File: config.mk
export PLATFORM = sky130hd
export DESIGN_NAME = transfer_admission_queue
export DESIGN_NICKNAME = d
export VERILOG_FILES = /design/src/hw/rtl/taq_pkg.sv /design/src/hw/rtl/taq_front.sv /design/src/hw/rtl/taq_back.sv /design/src/hw/rtl/transfer_admission_queue.sv
export SDC_FILE = /design/constraint.sdc
export NUM_CORES = 2
export LEC_CHECK = 0
export BUFFER_PORTS_ARGS = -buffer_cell sky130_fd_sc_hd__buf_2
export CAP_MARGIN = 20
export CORE_MARGIN = 4
export CORE_UTILIZATION = 30
export DETAILED_ROUTE_END_ITERATION = 16
export PLACE_DENSITY_LB_ADDON = 0.2
export SLEW_MARGIN = 15
export SYNTH_ARGS = -nofsm -noshare
export SYNTH_HDL_FRONTEND = slang
export SYNTH_SLANG_ARGS = --single-unit
File: constraint.sdc
create_clock -name clk -period 10.5 [get_ports clk]
set_input_delay 1.05 -clock clk [delete_from_list [all_inputs] [get_ports clk]]
set_output_delay 1.05 -clock clk [all_outputs]
set_load 0.005 [all_outputs]
File: src/hw/rtl/taq_pkg.sv
// Package for the transfer admission queue: command, result and
// configuration types, command and result codes, entry states, reset values.
// No dependencies.
`timescale 1ns / 1ps

package taq_pkg;

    localparam int DEF_SLOTS       = 32;
    localparam int DEF_CLIENT_BITS = 8;

    // Command codes as they arrive on the command word.
    localparam logic [2:0] CMD_ENQUEUE = 3'd0;
    localparam logic [2:0] CMD_START   = 3'd1;
    localparam logic [2:0] CMD_FINISH  = 3'd2;
    localparam logic [2:0] CMD_REMOVE  = 3'd3;
    localparam logic [2:0] CMD_TICK    = 3'd4;

    // Classified operations handed from the front to the back.
    localparam logic [2:0] OP_ENQUEUE = 3'd0;
    localparam logic [2:0] OP_START   = 3'd1;
    localparam logic [2:0] OP_FINISH  = 3'd2;
    localparam logic [2:0] OP_REMOVE  = 3'd3;
    localparam logic [2:0] OP_TICK    = 3'd4;
    localparam logic [2:0] OP_BAD     = 3'd5;

    localparam logic [1:0] KIND_OK    = 2'd0;
    localparam logic [1:0] KIND_FAIL  = 2'd1;
    localparam logic [1:0] KIND_MOVED = 2'd2;
    localparam logic [1:0] KIND_READY = 2'd3;

    localparam logic [1:0] ST_QUEUED   = 2'd0;
    localparam logic [1:0] ST_WAITING  = 2'd1;
    localparam logic [1:0] ST_RUNNING  = 2'd2;
    localparam logic [1:0] ST_STOPPING = 2'd3;

    localparam logic [2:0] REG_TOTAL_DL  = 3'd0;
    localparam logic [2:0] REG_TOTAL_UL  = 3'd1;
    localparam logic [2:0] REG_CLIENT_DL = 3'd2;
    localparam logic [2:0] REG_CLIENT_UL = 3'd3;
    localparam logic [2:0] REG_TIMEOUT   = 3'd4;

    localparam logic [7:0] RST_TOTAL_DL  = 8'd10;
    localparam logic [7:0] RST_TOTAL_UL  = 8'd10;
    localparam logic [7:0] RST_CLIENT_DL = 8'd1;
    localparam logic [7:0] RST_CLIENT_UL = 8'd1;
    localparam logic [7:0] RST_TIMEOUT   = 8'd20;

    typedef struct packed {
        logic [2:0] cmd;
        logic [7:0] client_id;
        logic       is_upload;
        logic [7:0] entry_tag;
    } taq_cmd_t;

    typedef struct packed {
        logic [1:0]  kind;
        logic [7:0]  out_client;
        logic [7:0]  out_tag;
        logic [15:0] queue_position;
        logic        last;
    } taq_res_t;

    typedef struct packed {
        logic [7:0] total_download_limit;
        logic [7:0] total_upload_limit;
        logic [7:0] client_download_limit;
        logic [7:0] client_upload_limit;
        logic [7:0] waiting_timeout_ticks;
    } taq_cfg_t;

    typedef struct packed {
        logic [2:0] op;
        logic [7:0] client;
        logic       upload;
        logic [7:0] tag;
    } taq_op_t;

endpackage

File: src/hw/rtl/taq_front.sv
// Command front end: accepts command words, classifies them and holds them
// in a two-word queue for the table engine. Depends on taq_pkg.
`timescale 1ns / 1ps

module taq_front (
    input  logic              clk,
    input  logic              rst_n,
    input  logic              start,
    output logic              busy,
    input  taq_pkg::taq_cmd_t command,
    output taq_pkg::taq_op_t  op,
    output logic              op_valid,
    input  logic              op_ready
);
    import taq_pkg::*;

    taq_op_t    q_reg [2];
    taq_op_t    in_op;
    logic       wr_ptr_reg, wr_ptr_next;
    logic       rd_ptr_reg, rd_ptr_next;
    logic [1:0] count_reg, count_next;
    logic       push, pop;

    always_comb
    begin
        in_op.client = command.client_id;
        in_op.upload = command.is_upload;
        in_op.tag    = command.entry_tag;
        case (command.cmd)
            CMD_ENQUEUE: in_op.op = OP_ENQUEUE;
            CMD_START:   in_op.op = OP_START;
            CMD_FINISH:  in_op.op = OP_FINISH;
            CMD_REMOVE:  in_op.op = OP_REMOVE;
            CMD_TICK:    in_op.op = OP_TICK;
            default:     in_op.op = OP_BAD;
        endcase
    end

    assign busy     = (count_reg == 2'd2);
    assign op_valid = (count_reg != 2'd0);
    assign op       = q_reg[rd_ptr_reg];
    assign push     = start && !busy;
    assign pop      = op_valid && op_ready;

    always_comb
    begin
        wr_ptr_next = push ? ~wr_ptr_reg : wr_ptr_reg;
        rd_ptr_next = pop ? ~rd_ptr_reg : rd_ptr_reg;
        count_next  = count_reg + {1'b0, push} - {1'b0, pop};
    end

    always_ff @(posedge clk or negedge rst_n)
    begin
        if (!rst_n)
        begin
            wr_ptr_reg <= 1'b0;
            rd_ptr_reg <= 1'b0;
            count_reg  <= 2'd0;
        end
        else
        begin
            wr_ptr_reg <= wr_ptr_next;
            rd_ptr_reg <= rd_ptr_next;
            count_reg  <= count_next;
        end
    end

    always_ff @(posedge clk)
    begin
        if (push)
        begin
            q_reg[wr_ptr_reg] <= in_op;
        end
    end

endmodule

File: src/hw/rtl/taq_back.sv
// Table engine: holds the ordered transfer table and executes one command at
// a time with walks over the table, emitting notices and a done word.
// Depends on taq_pkg.
`timescale 1ns / 1ps

module taq_back #(
    parameter int SLOTS       = taq_pkg::DEF_SLOTS,
    parameter int CLIENT_BITS = taq_pkg::DEF_CLIENT_BITS
) (
    input  logic              clk,
    input  logic              rst_n,
    input  taq_pkg::taq_op_t  op,
    input  logic              op_valid,
    output logic              op_ready,
    input  taq_pkg::taq_cfg_t cfg,
    output logic              result_valid,
    output taq_pkg::taq_res_t result
);
    import taq_pkg::*;

    localparam int IW = $clog2(SLOTS);
    localparam int CW = $clog2(SLOTS + 1);

    localparam logic [2:0] S_IDLE = 3'd0;
    localparam logic [2:0] S_FIND = 3'd1;
    localparam logic [2:0] S_RMCL = 3'd2;
    localparam logic [2:0] S_TICK = 3'd3;
    localparam logic [2:0] S_CNT  = 3'd4;
    localparam logic [2:0] S_MIN  = 3'd5;
    localparam logic [2:0] S_POS  = 3'd6;
    localparam logic [2:0] S_DONE = 3'd7;

    typedef struct packed {
        logic [CLIENT_BITS-1:0] client;
        logic                   upload;
        logic [1:0]             status;
        logic [7:0]             id;
        logic [15:0]            pos;
        logic [7:0]             age;
    } ent_t;

    ent_t tbl_reg [SLOTS];

    logic [2:0]             state_reg, state_next;
    logic [CW-1:0]          idx_reg, idx_next;
    logic [CW-1:0]          fill_reg, fill_next;
    logic [7:0]             tag_reg, tag_next;
    taq_op_t                op_reg, op_next;
    logic                   changed_reg, changed_next;
    logic [CW-1:0]          all_d_reg, all_d_next, all_u_reg, all_u_next;
    logic [CW-1:0]          cd_reg, cd_next, cu_reg, cu_next;
    logic [CW-1:0]          pd_reg, pd_next, pu_reg, pu_next;
    logic [CLIENT_BITS-1:0] cur_c_reg, cur_c_next, prev_reg, prev_next;
    logic                   have_reg, have_next, prev_have_reg, prev_have_next;
    logic [7:0]             done_client_reg, done_client_next;
    logic [7:0]             done_tag_reg, done_tag_next;
    logic                   res_valid_reg;
    taq_res_t               res_reg;

    ent_t                   cur;
    logic                   in_range, cur_active;
    logic [CLIENT_BITS-1:0] in_client, op_client;
    logic [7:0]             age_inc;
    logic [CW-1:0]          p_cnt, all_sel, cc_sel;
    logic [7:0]             tl_sel, cl_sel;
    logic signed [CW:0]     diff;
    logic [15:0]            pos_val;

    logic                   wr_en, drop_en, emit_en;
    logic [IW-1:0]          wr_idx, drop_idx;
    ent_t                   wr_data;
    taq_res_t               emit_data;

    assign cur        = tbl_reg[idx_reg[IW-1:0]];
    assign in_range   = (idx_reg < fill_reg);
    assign cur_active = (cur.status == ST_WAITING) || (cur.status == ST_RUNNING);
    assign in_client  = CLIENT_BITS'(op.client);
    assign op_client  = CLIENT_BITS'(op_reg.client);
    assign age_inc    = (cur.age == 8'hFF) ? cur.age : cur.age + 8'd1;
    assign op_ready   = (state_reg == S_IDLE);

    // Position of the current queued entry against the active counts.
    always_comb
    begin
        p_cnt   = (cur.upload ? pu_reg : pd_reg) + CW'(1);
        all_sel = cur.upload ? all_u_reg : all_d_reg;
        cc_sel  = cur.upload ? cu_reg : cd_reg;
        tl_sel  = cur.upload ? cfg.total_upload_limit : cfg.total_download_limit;
        cl_sel  = cur.upload ? cfg.client_upload_limit : cfg.client_download_limit;
        if (16'(all_sel) >= 16'(tl_sel))
        begin
            diff = $signed({1'b0, p_cnt}) - $signed({1'b0, all_sel});
        end
        else if (16'(cc_sel) >= 16'(cl_sel))
        begin
            diff = $signed({1'b0, p_cnt}) - $signed({1'b0, cc_sel});
        end
        else
        begin
            diff = '0;
        end
        pos_val = diff[CW] ? 16'hFFFF : 16'(diff[CW-1:0]);
    end

    always_comb
    begin
        state_next       = state_reg;
        idx_next         = idx_reg;
        fill_next        = fill_reg;
        tag_next         = tag_reg;
        op_next          = op_reg;
        changed_next     = changed_reg;
        all_d_next       = all_d_reg;
        all_u_next       = all_u_reg;
        cd_next          = cd_reg;
        cu_next          = cu_reg;
        pd_next          = pd_reg;
        pu_next          = pu_reg;
        cur_c_next       = cur_c_reg;
        prev_next        = prev_reg;
        have_next        = have_reg;
        prev_have_next   = prev_have_reg;
        done_client_next = done_client_reg;
        done_tag_next    = done_tag_reg;
        wr_en            = 1'b0;
        wr_idx           = idx_reg[IW-1:0];
        wr_data          = cur;
        drop_en          = 1'b0;
        drop_idx         = idx_reg[IW-1:0];
        emit_en          = 1'b0;
        emit_data        = '0;

        case (state_reg)
            S_IDLE:
            begin
                if (op_valid)
                begin
                    op_next  = op;
                    idx_next = '0;
                    case (op.op)
                        OP_ENQUEUE:
                        begin
                            if (fill_reg == CW'(SLOTS))
                            begin
                                emit_en              = 1'b1;
                                emit_data.kind       = KIND_FAIL;
                                emit_data.out_client = 8'(in_client);
                                emit_data.last       = 1'b1;
                            end
                            else
                            begin
                                wr_en            = 1'b1;
                                wr_idx           = fill_reg[IW-1:0];
                                wr_data.client   = in_client;
                                wr_data.upload   = op.upload;
                                wr_data.status   = ST_QUEUED;
                                wr_data.id       = tag_reg;
                                wr_data.pos      = '0;
                                wr_data.age      = '0;
                                tag_next         = tag_reg + 8'd1;
                                fill_next        = fill_reg + CW'(1);
                                done_client_next = 8'(in_client);
                                done_tag_next    = tag_reg;
                                all_d_next       = '0;
                                all_u_next       = '0;
                                state_next       = S_CNT;
                            end
                        end
                        OP_START, OP_FINISH:
                        begin
                            state_next = S_FIND;
                        end
                        OP_REMOVE:
                        begin
                            changed_next     = 1'b0;
                            done_client_next = 8'(in_client);
                            done_tag_next    = '0;
                            state_next       = S_RMCL;
                        end
                        OP_TICK:
                        begin
                            changed_next     = 1'b0;
                            done_client_next = '0;
                            done_tag_next    = '0;
                            state_next       = S_TICK;
                        end
                        default:
                        begin
                            emit_en        = 1'b1;
                            emit_data.kind = KIND_FAIL;
                            emit_data.last = 1'b1;
                        end
                    endcase
                end
            end
            S_FIND:
            begin
                if (!in_range)
                begin
                    emit_en           = 1'b1;
                    emit_data.kind    = KIND_FAIL;
                    emit_data.out_tag = op_reg.tag;
                    emit_data.last    = 1'b1;
                    state_next        = S_IDLE;
                end
                else if (cur.id == op_reg.tag)
                begin
                    if (op_reg.op == OP_START)
                    begin
                        emit_en              = 1'b1;
                        emit_data.out_client = 8'(cur.client);
                        emit_data.out_tag    = op_reg.tag;
                        emit_data.last       = 1'b1;
                        if (cur.status != ST_WAITING)
                        begin
                            emit_data.kind = KIND_FAIL;
                        end
                        else
                        begin
                            emit_data.kind = KIND_OK;
                            wr_en          = 1'b1;
                            wr_data.status = ST_RUNNING;
                        end
                        state_next = S_IDLE;
                    end
                    else
                    begin
                        drop_en          = 1'b1;
                        fill_next        = fill_reg - CW'(1);
                        done_client_next = 8'(cur.client);
                        done_tag_next    = op_reg.tag;
                        idx_next         = '0;
                        all_d_next       = '0;
                        all_u_next       = '0;
                        state_next       = S_CNT;
                    end
                end
                else
                begin
                    idx_next = idx_reg + CW'(1);
                end
            end
            S_RMCL:
            begin
                if (!in_range)
                begin
                    idx_next   = '0;
                    all_d_next = '0;
                    all_u_next = '0;
                    state_next = changed_reg ? S_CNT : S_DONE;
                end
                else if (cur.client == op_client && cur.status != ST_STOPPING)
                begin
                    if (cur.status == ST_RUNNING)
                    begin
                        wr_en          = 1'b1;
                        wr_data.status = ST_STOPPING;
                        idx_next       = idx_reg + CW'(1);
                    end
                    else
                    begin
                        // The next entry slides into this slot, so the index stays.
                        drop_en      = 1'b1;
                        fill_next    = fill_reg - CW'(1);
                        changed_next = 1'b1;
                    end
                end
                else
                begin
                    idx_next = idx_reg + CW'(1);
                end
            end
            S_TICK:
            begin
                if (!in_range)
                begin
                    idx_next   = '0;
                    all_d_next = '0;
                    all_u_next = '0;
                    state_next = changed_reg ? S_CNT : S_DONE;
                end
                else if (cur.status == ST_WAITING)
                begin
                    if (age_inc > cfg.waiting_timeout_ticks)
                    begin
                        drop_en      = 1'b1;
                        fill_next    = fill_reg - CW'(1);
                        changed_next = 1'b1;
                    end
                    else
                    begin
                        wr_en       = 1'b1;
                        wr_data.age = age_inc;
                        idx_next    = idx_reg + CW'(1);
                    end
                end
                else
                begin
                    idx_next = idx_reg + CW'(1);
                end
            end
            S_CNT:
            begin
                if (!in_range)
                begin
                    idx_next       = '0;
                    have_next      = 1'b0;
                    prev_have_next = 1'b0;
                    cd_next        = '0;
                    cu_next        = '0;
                    state_next     = S_MIN;
                end
                else
                begin
                    if (cur_active && cur.upload)
                    begin
                        all_u_next = all_u_reg + CW'(1);
                    end
                    if (cur_active && !cur.upload)
                    begin
                        all_d_next = all_d_reg + CW'(1);
                    end
                    idx_next = idx_reg + CW'(1);
                end
            end
            S_MIN:
            begin
                // Finds the next client in ascending order and counts its
                // active entries in the same walk.
                if (!in_range)
                begin
                    if (!have_reg)
                    begin
                        state_next = S_DONE;
                    end
                    else
                    begin
                        prev_next      = cur_c_reg;
                        prev_have_next = 1'b1;
                        idx_next       = '0;
                        pd_next        = '0;
                        pu_next        = '0;
                        state_next     = S_POS;
                    end
                end
                else
                begin
                    if (!prev_have_reg || cur.client > prev_reg)
                    begin
                        if (!have_reg || cur.client < cur_c_reg)
                        begin
                            cur_c_next = cur.client;
                            have_next  = 1'b1;
                            cd_next    = CW'(cur_active && !cur.upload);
                            cu_next    = CW'(cur_active && cur.upload);
                        end
                        else if (cur.client == cur_c_reg)
                        begin
                            cd_next = cd_reg + CW'(cur_active && !cur.upload);
                            cu_next = cu_reg + CW'(cur_active && cur.upload);
                        end
                    end
                    idx_next = idx_reg + CW'(1);
                end
            end
            S_POS:
            begin
                if (!in_range)
                begin
                    idx_next   = '0;
                    have_next  = 1'b0;
                    cd_next    = '0;
                    cu_next    = '0;
                    state_next = S_MIN;
                end
                else
                begin
                    if (cur.upload)
                    begin
                        pu_next = p_cnt;
                    end
                    else
                    begin
                        pd_next = p_cnt;
                    end
                    if (cur.status == ST_QUEUED && cur.client == cur_c_reg)
                    begin
                        emit_data.out_client = 8'(cur.client);
                        emit_data.out_tag    = cur.id;
                        if (pos_val != 16'd0)
                        begin
                            if (cur.pos != pos_val)
                            begin
                                wr_en                    = 1'b1;
                                wr_data.pos              = pos_val;
                                emit_en                  = 1'b1;
                                emit_data.kind           = KIND_MOVED;
                                emit_data.queue_position = pos_val;
                            end
                        end
                        else
                        begin
                            wr_en          = 1'b1;
                            wr_data.pos    = '0;
                            wr_data.status = ST_WAITING;
                            wr_data.age    = '0;
                            emit_en        = 1'b1;
                            emit_data.kind = KIND_READY;
                            if (cur.upload)
                            begin
                                all_u_next = all_u_reg + CW'(1);
                                cu_next    = cu_reg + CW'(1);
                            end
                            else
                            begin
                                all_d_next = all_d_reg + CW'(1);
                                cd_next    = cd_reg + CW'(1);
                            end
                        end
                    end
                    idx_next = idx_reg + CW'(1);
                end
            end
            S_DONE:
            begin
                emit_en              = 1'b1;
                emit_data.kind       = KIND_OK;
                emit_data.out_client = done_client_reg;
                emit_data.out_tag    = done_tag_reg;
                emit_data.last       = 1'b1;
                state_next           = S_IDLE;
            end
            default:
            begin
                state_next = S_IDLE;
            end
        endcase
    end

    always_ff @(posedge clk or negedge rst_n)
    begin
        if (!rst_n)
        begin
            state_reg       <= S_IDLE;
            idx_reg         <= '0;
            fill_reg        <= '0;
            tag_reg         <= '0;
            op_reg          <= '0;
            changed_reg     <= 1'b0;
            all_d_reg       <= '0;
            all_u_reg       <= '0;
            cd_reg          <= '0;
            cu_reg          <= '0;
            pd_reg          <= '0;
            pu_reg          <= '0;
            cur_c_reg       <= '0;
            prev_reg        <= '0;
            have_reg        <= 1'b0;
            prev_have_reg   <= 1'b0;
            done_client_reg <= '0;
            done_tag_reg    <= '0;
            res_valid_reg   <= 1'b0;
        end
        else
        begin
            state_reg       <= state_next;
            idx_reg         <= idx_next;
            fill_reg        <= fill_next;
            tag_reg         <= tag_next;
            op_reg          <= op_next;
            changed_reg     <= changed_next;
            all_d_reg       <= all_d_next;
            all_u_reg       <= all_u_next;
            cd_reg          <= cd_next;
            cu_reg          <= cu_next;
            pd_reg          <= pd_next;
            pu_reg          <= pu_next;
            cur_c_reg       <= cur_c_next;
            prev_reg        <= prev_next;
            have_reg        <= have_next;
            prev_have_reg   <= prev_have_next;
            done_client_reg <= done_client_next;
            done_tag_reg    <= done_tag_next;
            res_valid_reg   <= emit_en;
        end
    end

    always_ff @(posedge clk)
    begin
        res_reg <= emit_data;
    end

    // Valid entries always form a prefix of the table; a drop shifts every
    // later entry down by one slot.
    for (genvar g = 0; g < SLOTS; g++)
    begin : g_ent
        if (g < SLOTS - 1)
        begin : g_mid
            always_ff @(posedge clk)
            begin
                if (drop_en && drop_idx <= IW'(g))
                begin
                    tbl_reg[g] <= tbl_reg[g + 1];
                end
                else if (wr_en && wr_idx == IW'(g))
                begin
                    tbl_reg[g] <= wr_data;
                end
            end
        end
        else
        begin : g_last
            always_ff @(posedge clk)
            begin
                if (wr_en && !drop_en && wr_idx == IW'(g))
                begin
                    tbl_reg[g] <= wr_data;
                end
            end
        end
    end

    assign result_valid = res_valid_reg;
    assign result       = res_reg;

`ifndef NO_ASSERTIONS
    a_fill_bound: assert property (@(posedge clk) disable iff (!rst_n)
        fill_reg <= CW'(SLOTS))
        else $error("table fill count beyond capacity");

    a_notice_from_pos: assert property (@(posedge clk) disable iff (!rst_n)
        res_valid_reg && !res_reg.last |-> $past(state_reg) == S_POS)
        else $error("notice word emitted outside the positioning walk");

    a_last_origin: assert property (@(posedge clk) disable iff (!rst_n)
        res_valid_reg && res_reg.last |->
            $past(state_reg) == S_IDLE || $past(state_reg) == S_FIND ||
            $past(state_reg) == S_DONE)
        else $error("closing word from an unexpected state");

    a_take_acts: assert property (@(posedge clk) disable iff (!rst_n)
        op_valid && state_reg == S_IDLE |=> state_reg != S_IDLE || res_valid_reg)
        else $error("accepted command neither started work nor closed");
`endif

endmodule

File: src/hw/rtl/transfer_admission_queue.sv
// Transfer admission queue top level: configuration registers, command
// front end and table engine. Depends on taq_pkg, taq_front and taq_back.
// A start or a command with an unknown tag needs one walk over the table; an
// enqueue that repositions counts in one walk, then searches and positions
// client by client; finish, remove and tick add one more walk.
// Commands run one at a time in the table engine; two more are queued.
// Reset empties the table, clears the tag counter and loads default limits.
// Results are strobed for one cycle each and cannot be stalled.
`timescale 1ns / 1ps

module transfer_admission_queue #(
    parameter int SLOTS       = taq_pkg::DEF_SLOTS,
    parameter int CLIENT_BITS = taq_pkg::DEF_CLIENT_BITS
) (
    input  logic              clk,
    input  logic              rst_n,
    input  logic              start,
    output logic              busy,
    input  taq_pkg::taq_cmd_t command,
    input  logic              cfg_valid,
    output logic              cfg_ready,
    input  logic [2:0]        cfg_index,
    input  logic [7:0]        cfg_data,
    output logic              result_valid,
    output taq_pkg::taq_res_t result
);
    import taq_pkg::*;

    taq_cfg_t cfg_reg, cfg_next;
    taq_op_t  op;
    logic     op_valid, op_ready;

    assign cfg_ready = 1'b1;

    always_comb
    begin
        cfg_next = cfg_reg;
        if (cfg_valid)
        begin
            case (cfg_index)
                REG_TOTAL_DL:  cfg_next.total_download_limit  = cfg_data;
                REG_TOTAL_UL:  cfg_next.total_upload_limit    = cfg_data;
                REG_CLIENT_DL: cfg_next.client_download_limit = cfg_data;
                REG_CLIENT_UL: cfg_next.client_upload_limit   = cfg_data;
                REG_TIMEOUT:   cfg_next.waiting_timeout_ticks = cfg_data;
                default:       cfg_next = cfg_reg;
            endcase
        end
    end

    always_ff @(posedge clk or negedge rst_n)
    begin
        if (!rst_n)
        begin
            cfg_reg.total_download_limit  <= RST_TOTAL_DL;
            cfg_reg.total_upload_limit    <= RST_TOTAL_UL;
            cfg_reg.client_download_limit <= RST_CLIENT_DL;
            cfg_reg.client_upload_limit   <= RST_CLIENT_UL;
            cfg_reg.waiting_timeout_ticks <= RST_TIMEOUT;
        end
        else
        begin
            cfg_reg <= cfg_next;
        end
    end

    taq_front u_front (
        .clk      (clk),
        .rst_n    (rst_n),
        .start    (start),
        .busy     (busy),
        .command  (command),
        .op       (op),
        .op_valid (op_valid),
        .op_ready (op_ready)
    );

    taq_back #(
        .SLOTS       (SLOTS),
        .CLIENT_BITS (CLIENT_BITS)
    ) u_back (
        .clk          (clk),
        .rst_n        (rst_n),
        .op           (op),
        .op_valid     (op_valid),
        .op_ready     (op_ready),
        .cfg          (cfg_reg),
        .result_valid (result_valid),
        .result       (result)
    );

endmodule

== Word level (Yosys, flattened, before mapping) ==
Memories as Yosys holds them, arrays and structs flattened.
Index checks and enable logic that the tools add are counted.

* Input port bits: 35
* Memory bits (writable): 1416
* Word-level logic and storage cells: 756
* Bits in registers: 193
* Memories kept: 2
* Output and inout port bits: 38

* Bitwise operators: 35
* Equal/unequal tests: 105
* Reductions and logical operators: 125
* Add/subtract/negate cells: 16
* Magnitude comparators: 37
* Multiplexer cells: 402

{| class="wikitable"
|+ Memories
! name !! words !! bits a word !! rd ports !! clocked after Yosys merged registers in !! wr ports !! line !! RTL
|-
| u_back.tbl_reg || 32 || 43 || 32 || 0 || 31 || taq_back.sv:42 || <nowiki>ent_t tbl_reg [SLOTS];</nowiki>
|-
| u_front.q_reg || 2 || 20 || 1 || 0 || 1 || taq_front.sv:17 || <nowiki>taq_op_t q_reg [2];</nowiki>
|}

{| class="wikitable"
|+ Operators with widths
! cell !! number
|-
| 2-to-1 mux 43 bit || 35
|-
| 2-to-1 mux 6 bit || 67
|-
| 2-to-1 mux 1 bit || 207
|-
| 2-to-1 mux 8 bit || 21
|-
| equality test 5 bit, second input constant || 16
|-
| 2-to-1 mux 16 bit || 5
|-
| <= comparator 5 bit, second input constant || 15
|-
| case mux 8 bit (3 select lines) || 3
|-
| logical AND 1 bit || 70
|-
| 2-to-1 mux 34 bit || 2
|-
| case mux 6 bit (5 select lines) || 2
|-
| 2-to-1 mux 24 bit || 2
|-
| case mux 8 bit (2 select lines) || 3
|-
| OR reduction 43 bit || 1
|-
| adder 6 x 1 -> 6 bit, second input constant || 7
|-
| equality test 5 x 4 -> 1 bit, second input constant || 8
|-
| <= comparator 5 x 4 -> 1 bit, second input constant || 8
|-
| inequality test 2 x 1 -> 1 bit, second input constant || 20
|-
| case mux 10 bit (4 select lines) || 1
|-
| 2-to-1 mux 18 bit || 2
|-
| case mux 6 bit (3 select lines) || 2
|-
| case mux 6 bit (6 select lines) || 1
|-
| case mux 16 bit (2 select lines) || 1
|-
| OR 1 bit || 31
|-
| 71 further kinds || 190
|}

== Depth between registers and ports, before layout ==
An unclocked memory read counts as a cell.

* Depth after elaboration: 19
* Gate-level depth with buffers: 34
* Mapped depth without buffers: 25

== Modules after synthesis ==
A second synthesis with hierarchy kept.

* Cells, all modules: 5501
* Area total of the unflattened synthesis: 84389.7 um^2

{| class="wikitable"
|+ By module, submodules not included
! module !! times used !! sequential area each (um^2) !! cells an instance !! area an instance (um^2)
|-
| taq_back || 1 || 44692.9 || 5328 || 81175.4
|-
| taq_front || 1 || 1301.2 || 83 || 1664.1
|-
| transfer_admission_queue || 1 || 1011.0 || 90 || 1550.2
|}

== Least setup slack after synthesis ==
Ideal clock, no wire load.

* Path kind: reg-to-reg
* Start point: register u_back.idx_reg[0]
* End point: memory u_back.tbl_reg[1][0] (netlist bit), enable pin
* Arrival time: 9.852 ns
* Setup time: 0.562 ns
* Path buffers: 8
* Data required time: 9.938 ns
* Clock period less this slack: 10.414 ns
* Stages on the path, launching flop included: 33
* Setup slack: 0.086 ns
* Cell sequence: dfrtp_1 buf_6 buf_6 buf_8 buf_6 buf_4 buf_4 buf_4 mux4_2 mux4_2 mux2i_1 inv_1 ha_1 inv_1 nor2_1 and3b_1 nand2_1 nor2_2 nor2_1 a21oi_1 ha_1 nor2b_1 o21a_1 o21ai_0 nand2b_1 a21oi_1 o21a_1 nor2_1 a32oi_1 nor2_1 o22ai_1 clkbuf_1 o41ai_1

{| class="wikitable"
|+ RTL lines
! what !! line !! RTL
|-
| start, declared || taq_back.sv:45 || <nowiki>logic [CW-1:0] idx_reg, idx_next;</nowiki>
|-
| start signal, assigned || taq_back.sv:467 || <nowiki>idx_reg <= idx_next;</nowiki>
|-
| end, declared || taq_back.sv:42 ||
|}

==> results_dict.tcl <==
set metrics [dict create \
    outcome "finished, final reports clean" \
    fp-row-count 194 \
    h-tree-depth 4 \
    timing.slew.headroom_pct 19.74 \
    die_h_microns 538.8 \
    setup_viol 0 \
    synth_seq_cells 1600 \
    largest_reg_flops 1376 \
    yosys.area.top_type_share_pct 50.30 \
    route.detailed.drc 0 \
    hp-class "input pin to asynchronous set/reset pin" \
    drt_iter0_markers 5308 \
    gp_congestion 0.8259 \
    ant_nets 0 \
    p_sw_mw 8.497 \
    netlist_instances 5381 \
    min_period_ns 9.193 \
    grt_setup_unrepaired "no" \
    vdd.ir_drop.worst_v 0.0001883 \
    initial_core_util_pct 30.20 \
    cp.required_ns 11.09 \
    synth.largest_area_cell "edfxtp_1" \
    die_area_sq_um 290300 \
    synth_top_flop_cell "edfxtp_1" \
    power_frac_seq_pct 34.8 \
    clockRootBuffer "clkbuf_16" \
    clkTransAtPathRegs_ns 0.06 \
    clockPowerShare_pct 28.7 \
    p_int_mw 13.96 \
    core_area_sq_um 279900 \
    ctsHoldBuffers 0 \
    worst_pin_slew_ns 1.170 \
    yosysWarnings 0 \
    cts_sinks 1600 \
    fin_worst_skew_ns 0.03614 \
    power_mw 22.46 \
    r2r.worst_path.cells 24 \
    die_w_microns 538.8 \
    routed_via_density 5.487 \
    drv_cap 0 \
    syn_avg_cell_area_sq_um 15.71 \
    worstSetupEndpointType "register" \
    crit_fanout 37 \
    ys_types 95 \
    overflow 0 \
    wl_microns 290200 \
    async_reset_ff_share_pct 9.875 \
    report.final.slew_viol_count 0 \
    critical_path_class "register to register" \
    io_pins 73 \
    vias 50990 \
    min_period_over_period_pct 87.55 \
    arrival_ns 9.78 \
    num-nets-final 5527 \
    power_density_nw_per_um2 235.0 \
    swShare_pct 37.84 \
    synth_area_leaders "edfxtp_1 50%, mux4_2 10%, mux2_1 10%" \
    synth_edf_count 1416 \
    cp-start-kind "register" \
    clk_latency_ns 0.85 \
    fmax_mhz 108.8 \
    fin_setup_tns_ns 0 \
    grt_start_max_net_pins 90 \
    reg2reg_from "u_back.idx_reg[0]" \
    cts_made_buffers 189 \
    netlist_area_sq_um 84530 \
    track_usage_pct 19.49 \
    p_comb_share_pct 36.5 \
    synthesis.nets 5501 \
    hold_viol 0 \
    drive_gt1_share_pct 30.55 \
    antenna_found_initial 13 \
    seq_area_frac_synth_pct 55.61 \
    post-route-util_pct 34.14 \
    cts_setup_buffers 0 \
    cts_tree "yes" \
    ctsResizeCount 0 \
    drtPass1Iterations 5 \
    rr_endpoint "u_back.tbl_reg[26][42]" \
    timing.reg2reg.setup_slack_ns 1.31 \
    post_drt_wl_per_cell_microns 31.23 \
    grt_pass1_wl_microns 409200 \
    fin_hold_ws_ns 0.2593 \
    place.port_buffers 71 \
    clock_path_buffers 3 \
    p_leak_nw 32.35 \
    hpwlAfterDp_microns 177000 \
    grt_pass1_vias 51230 \
    area_growth_pct 13.05 \
]
==> layer usage <==
| metal | global-route usage [%] | vias up | wire length, microns |
|---|---|---|---|
| li1 | - | 21280 | - |
| met1 | 28.48 | 27470 | 133800 |
| met2 | 30.11 | 1861 | 130900 |
| met3 | 2.853 | 373 | 17590 |
| met4 | 5.382 | 0 | 8027 |
| met5 | 0 | - | 0 |
==> kinds of logic after synthesis <==
| kind of cell | after synthesis | synth area share, % |
|---|---|---|
| buffers and inverters | 531 | 3.634 |
| adders and majority gates | 92 | 1.368 |
| muxes | 1870 | 30.55 |
| AOI/OAI and AO/OA | 524 | 4.405 |
| and+or+nand+nor | 697 | 3.732 |
| other | 1 | 0.004436 |
| DFF | 1600 | 55.61 |
| xor gates and xnor gates | 66 | 0.7001 |
==> area by class of cell <==
type | count | area, sq um
diodes | 5 | 12.51
clock buffers | 247 | 5072
clock inverters | 101 | 879.6
fillers | 26680 | 184300
inverters | 75 | 287.8
multi-input cells | 3250 | 35120
flip-flops and latches | 1600 | 47020
well taps | 3724 | 4659
repair buffers | 291 | 2502
==> cells in the mapped netlist (all sizes together), types with 11 or more instances <==
library cell	instances
ha	82
nor2	190
a21o	16
clkbuf	229
nand2	291
xnor2	38
a31oi	19
nor3	36
o31ai	23
buf	227
o21ai	126
nand4	22
mux2	1377
mux2i	100
edfxtp	1416
xor2	27
dfrtp	150
dfxtp	26
and3	16
o21a	22
a211oi	12
o22ai	23
nand3	47
or3	13
inv	73
o211ai	42
mux4	393
a32oi	11
a21oi	140
nand2b	16
a221oi	12
==> layout by cell type, fill, tap and decap left out, types with 18 or more instances in the layout <==
cell,synthesis,routed
mux2i_1,98,97
a31oi_1,19,18
o22ai_1,21,20
a21oi_1,140,125
xor2_1,27,27
mux4_2,393,393
clkbuf_1,229,50
clkinv_1,2,42
nand4_1,22,22
mux2_1,770,770
inv_1,73,71
o21ai_0,121,86
o21ai_4,0,20
buf_12,12,35
o211ai_4,23,30
nand3_1,47,47
o21a_1,22,22
dfrtp_1,150,145
ha_1,82,82
xnor2_1,38,38
nor3_1,36,36
dfxtp_1,26,26
nand2_1,291,288
mux2_4,117,117
edfxtp_1,1416,1416
nor2_1,186,182
clkbuf_16,0,193
buf_2,55,70
clkinv_2,0,27
buf_4,62,181
mux2_2,490,490
==> stage by stage <==
step | instances | cell area [sq um] | worst slack (ns)
2_1_floorplan | 5381 | 84530 | 0.08594
3_3_place_gp | 8933 | 89450 | 1.358
3_5_place_dp | 8938 | 89550 | 1.385
4_1_cts | 9286 | 95500 | 1.350
5_1_grt | 9289 | 95550 | 0.7972
6_report | 9293 | 95560 | 1.307
==> worst max path at each step <==
stage	start	end	slack (ns)	cells after the start
6_report	u_back.idx_reg[0]	u_back.tbl_reg[26][42]	1.31	24
5_1_grt	u_back.idx_reg[0]	u_back.tbl_reg[26][42]	0.80	24
4_1_cts	u_back.idx_reg[0]	u_back.tbl_reg[26][42]	1.35	25
3_5_place_dp	u_back.idx_reg[0]	u_back.tbl_reg[26][42]	1.38	24
3_3_place_gp	u_back.idx_reg[0]	u_back.tbl_reg[26][42]	1.36	25
2_1_floorplan	u_back.idx_reg[0]	u_back.tbl_reg[1][0]	0.09	32
==> power by group through the flow <==
stage / Clock, mW / Combinational [mW] / Sequential, mW
5_1_grt: 6.86 / 8.81 / 7.86
4_1_cts: 6.60 / 8.18 / 7.81
2_1_floorplan: 0 / 5.98 / 7.76
3_3_place_gp: 0 / 8.15 / 7.93
6_report: 6.44 / 8.20 / 7.81
3_5_place_dp: 0 / 8.15 / 7.93
==> worst max-delay path: stages, from the launching register on <==
cell and delay [ns]:
dfrtp_4 0.92, mux2i_1 0.17, mux4_2 0.53, o22ai_2 0.47
nor2_2 0.30, nand2_1 0.15, nand2_1 0.12, ha_1 0.30
xnor2_1 0.48, a21oi_1 0.18, ha_1 0.36, a21oi_1 0.17
o21a_1 0.24, xnor3_1 0.16, nor4b_1 0.21, a31oi_1 0.08
mux2i_1 0.35, nor4b_1 0.33, o21a_1 0.19, or2_0 0.43
a31oi_4 0.16, buf_12 0.24, o211ai_4 0.93, buf_4 0.82
mux2_2 0.42
Power figures use the tool's default switching activity.
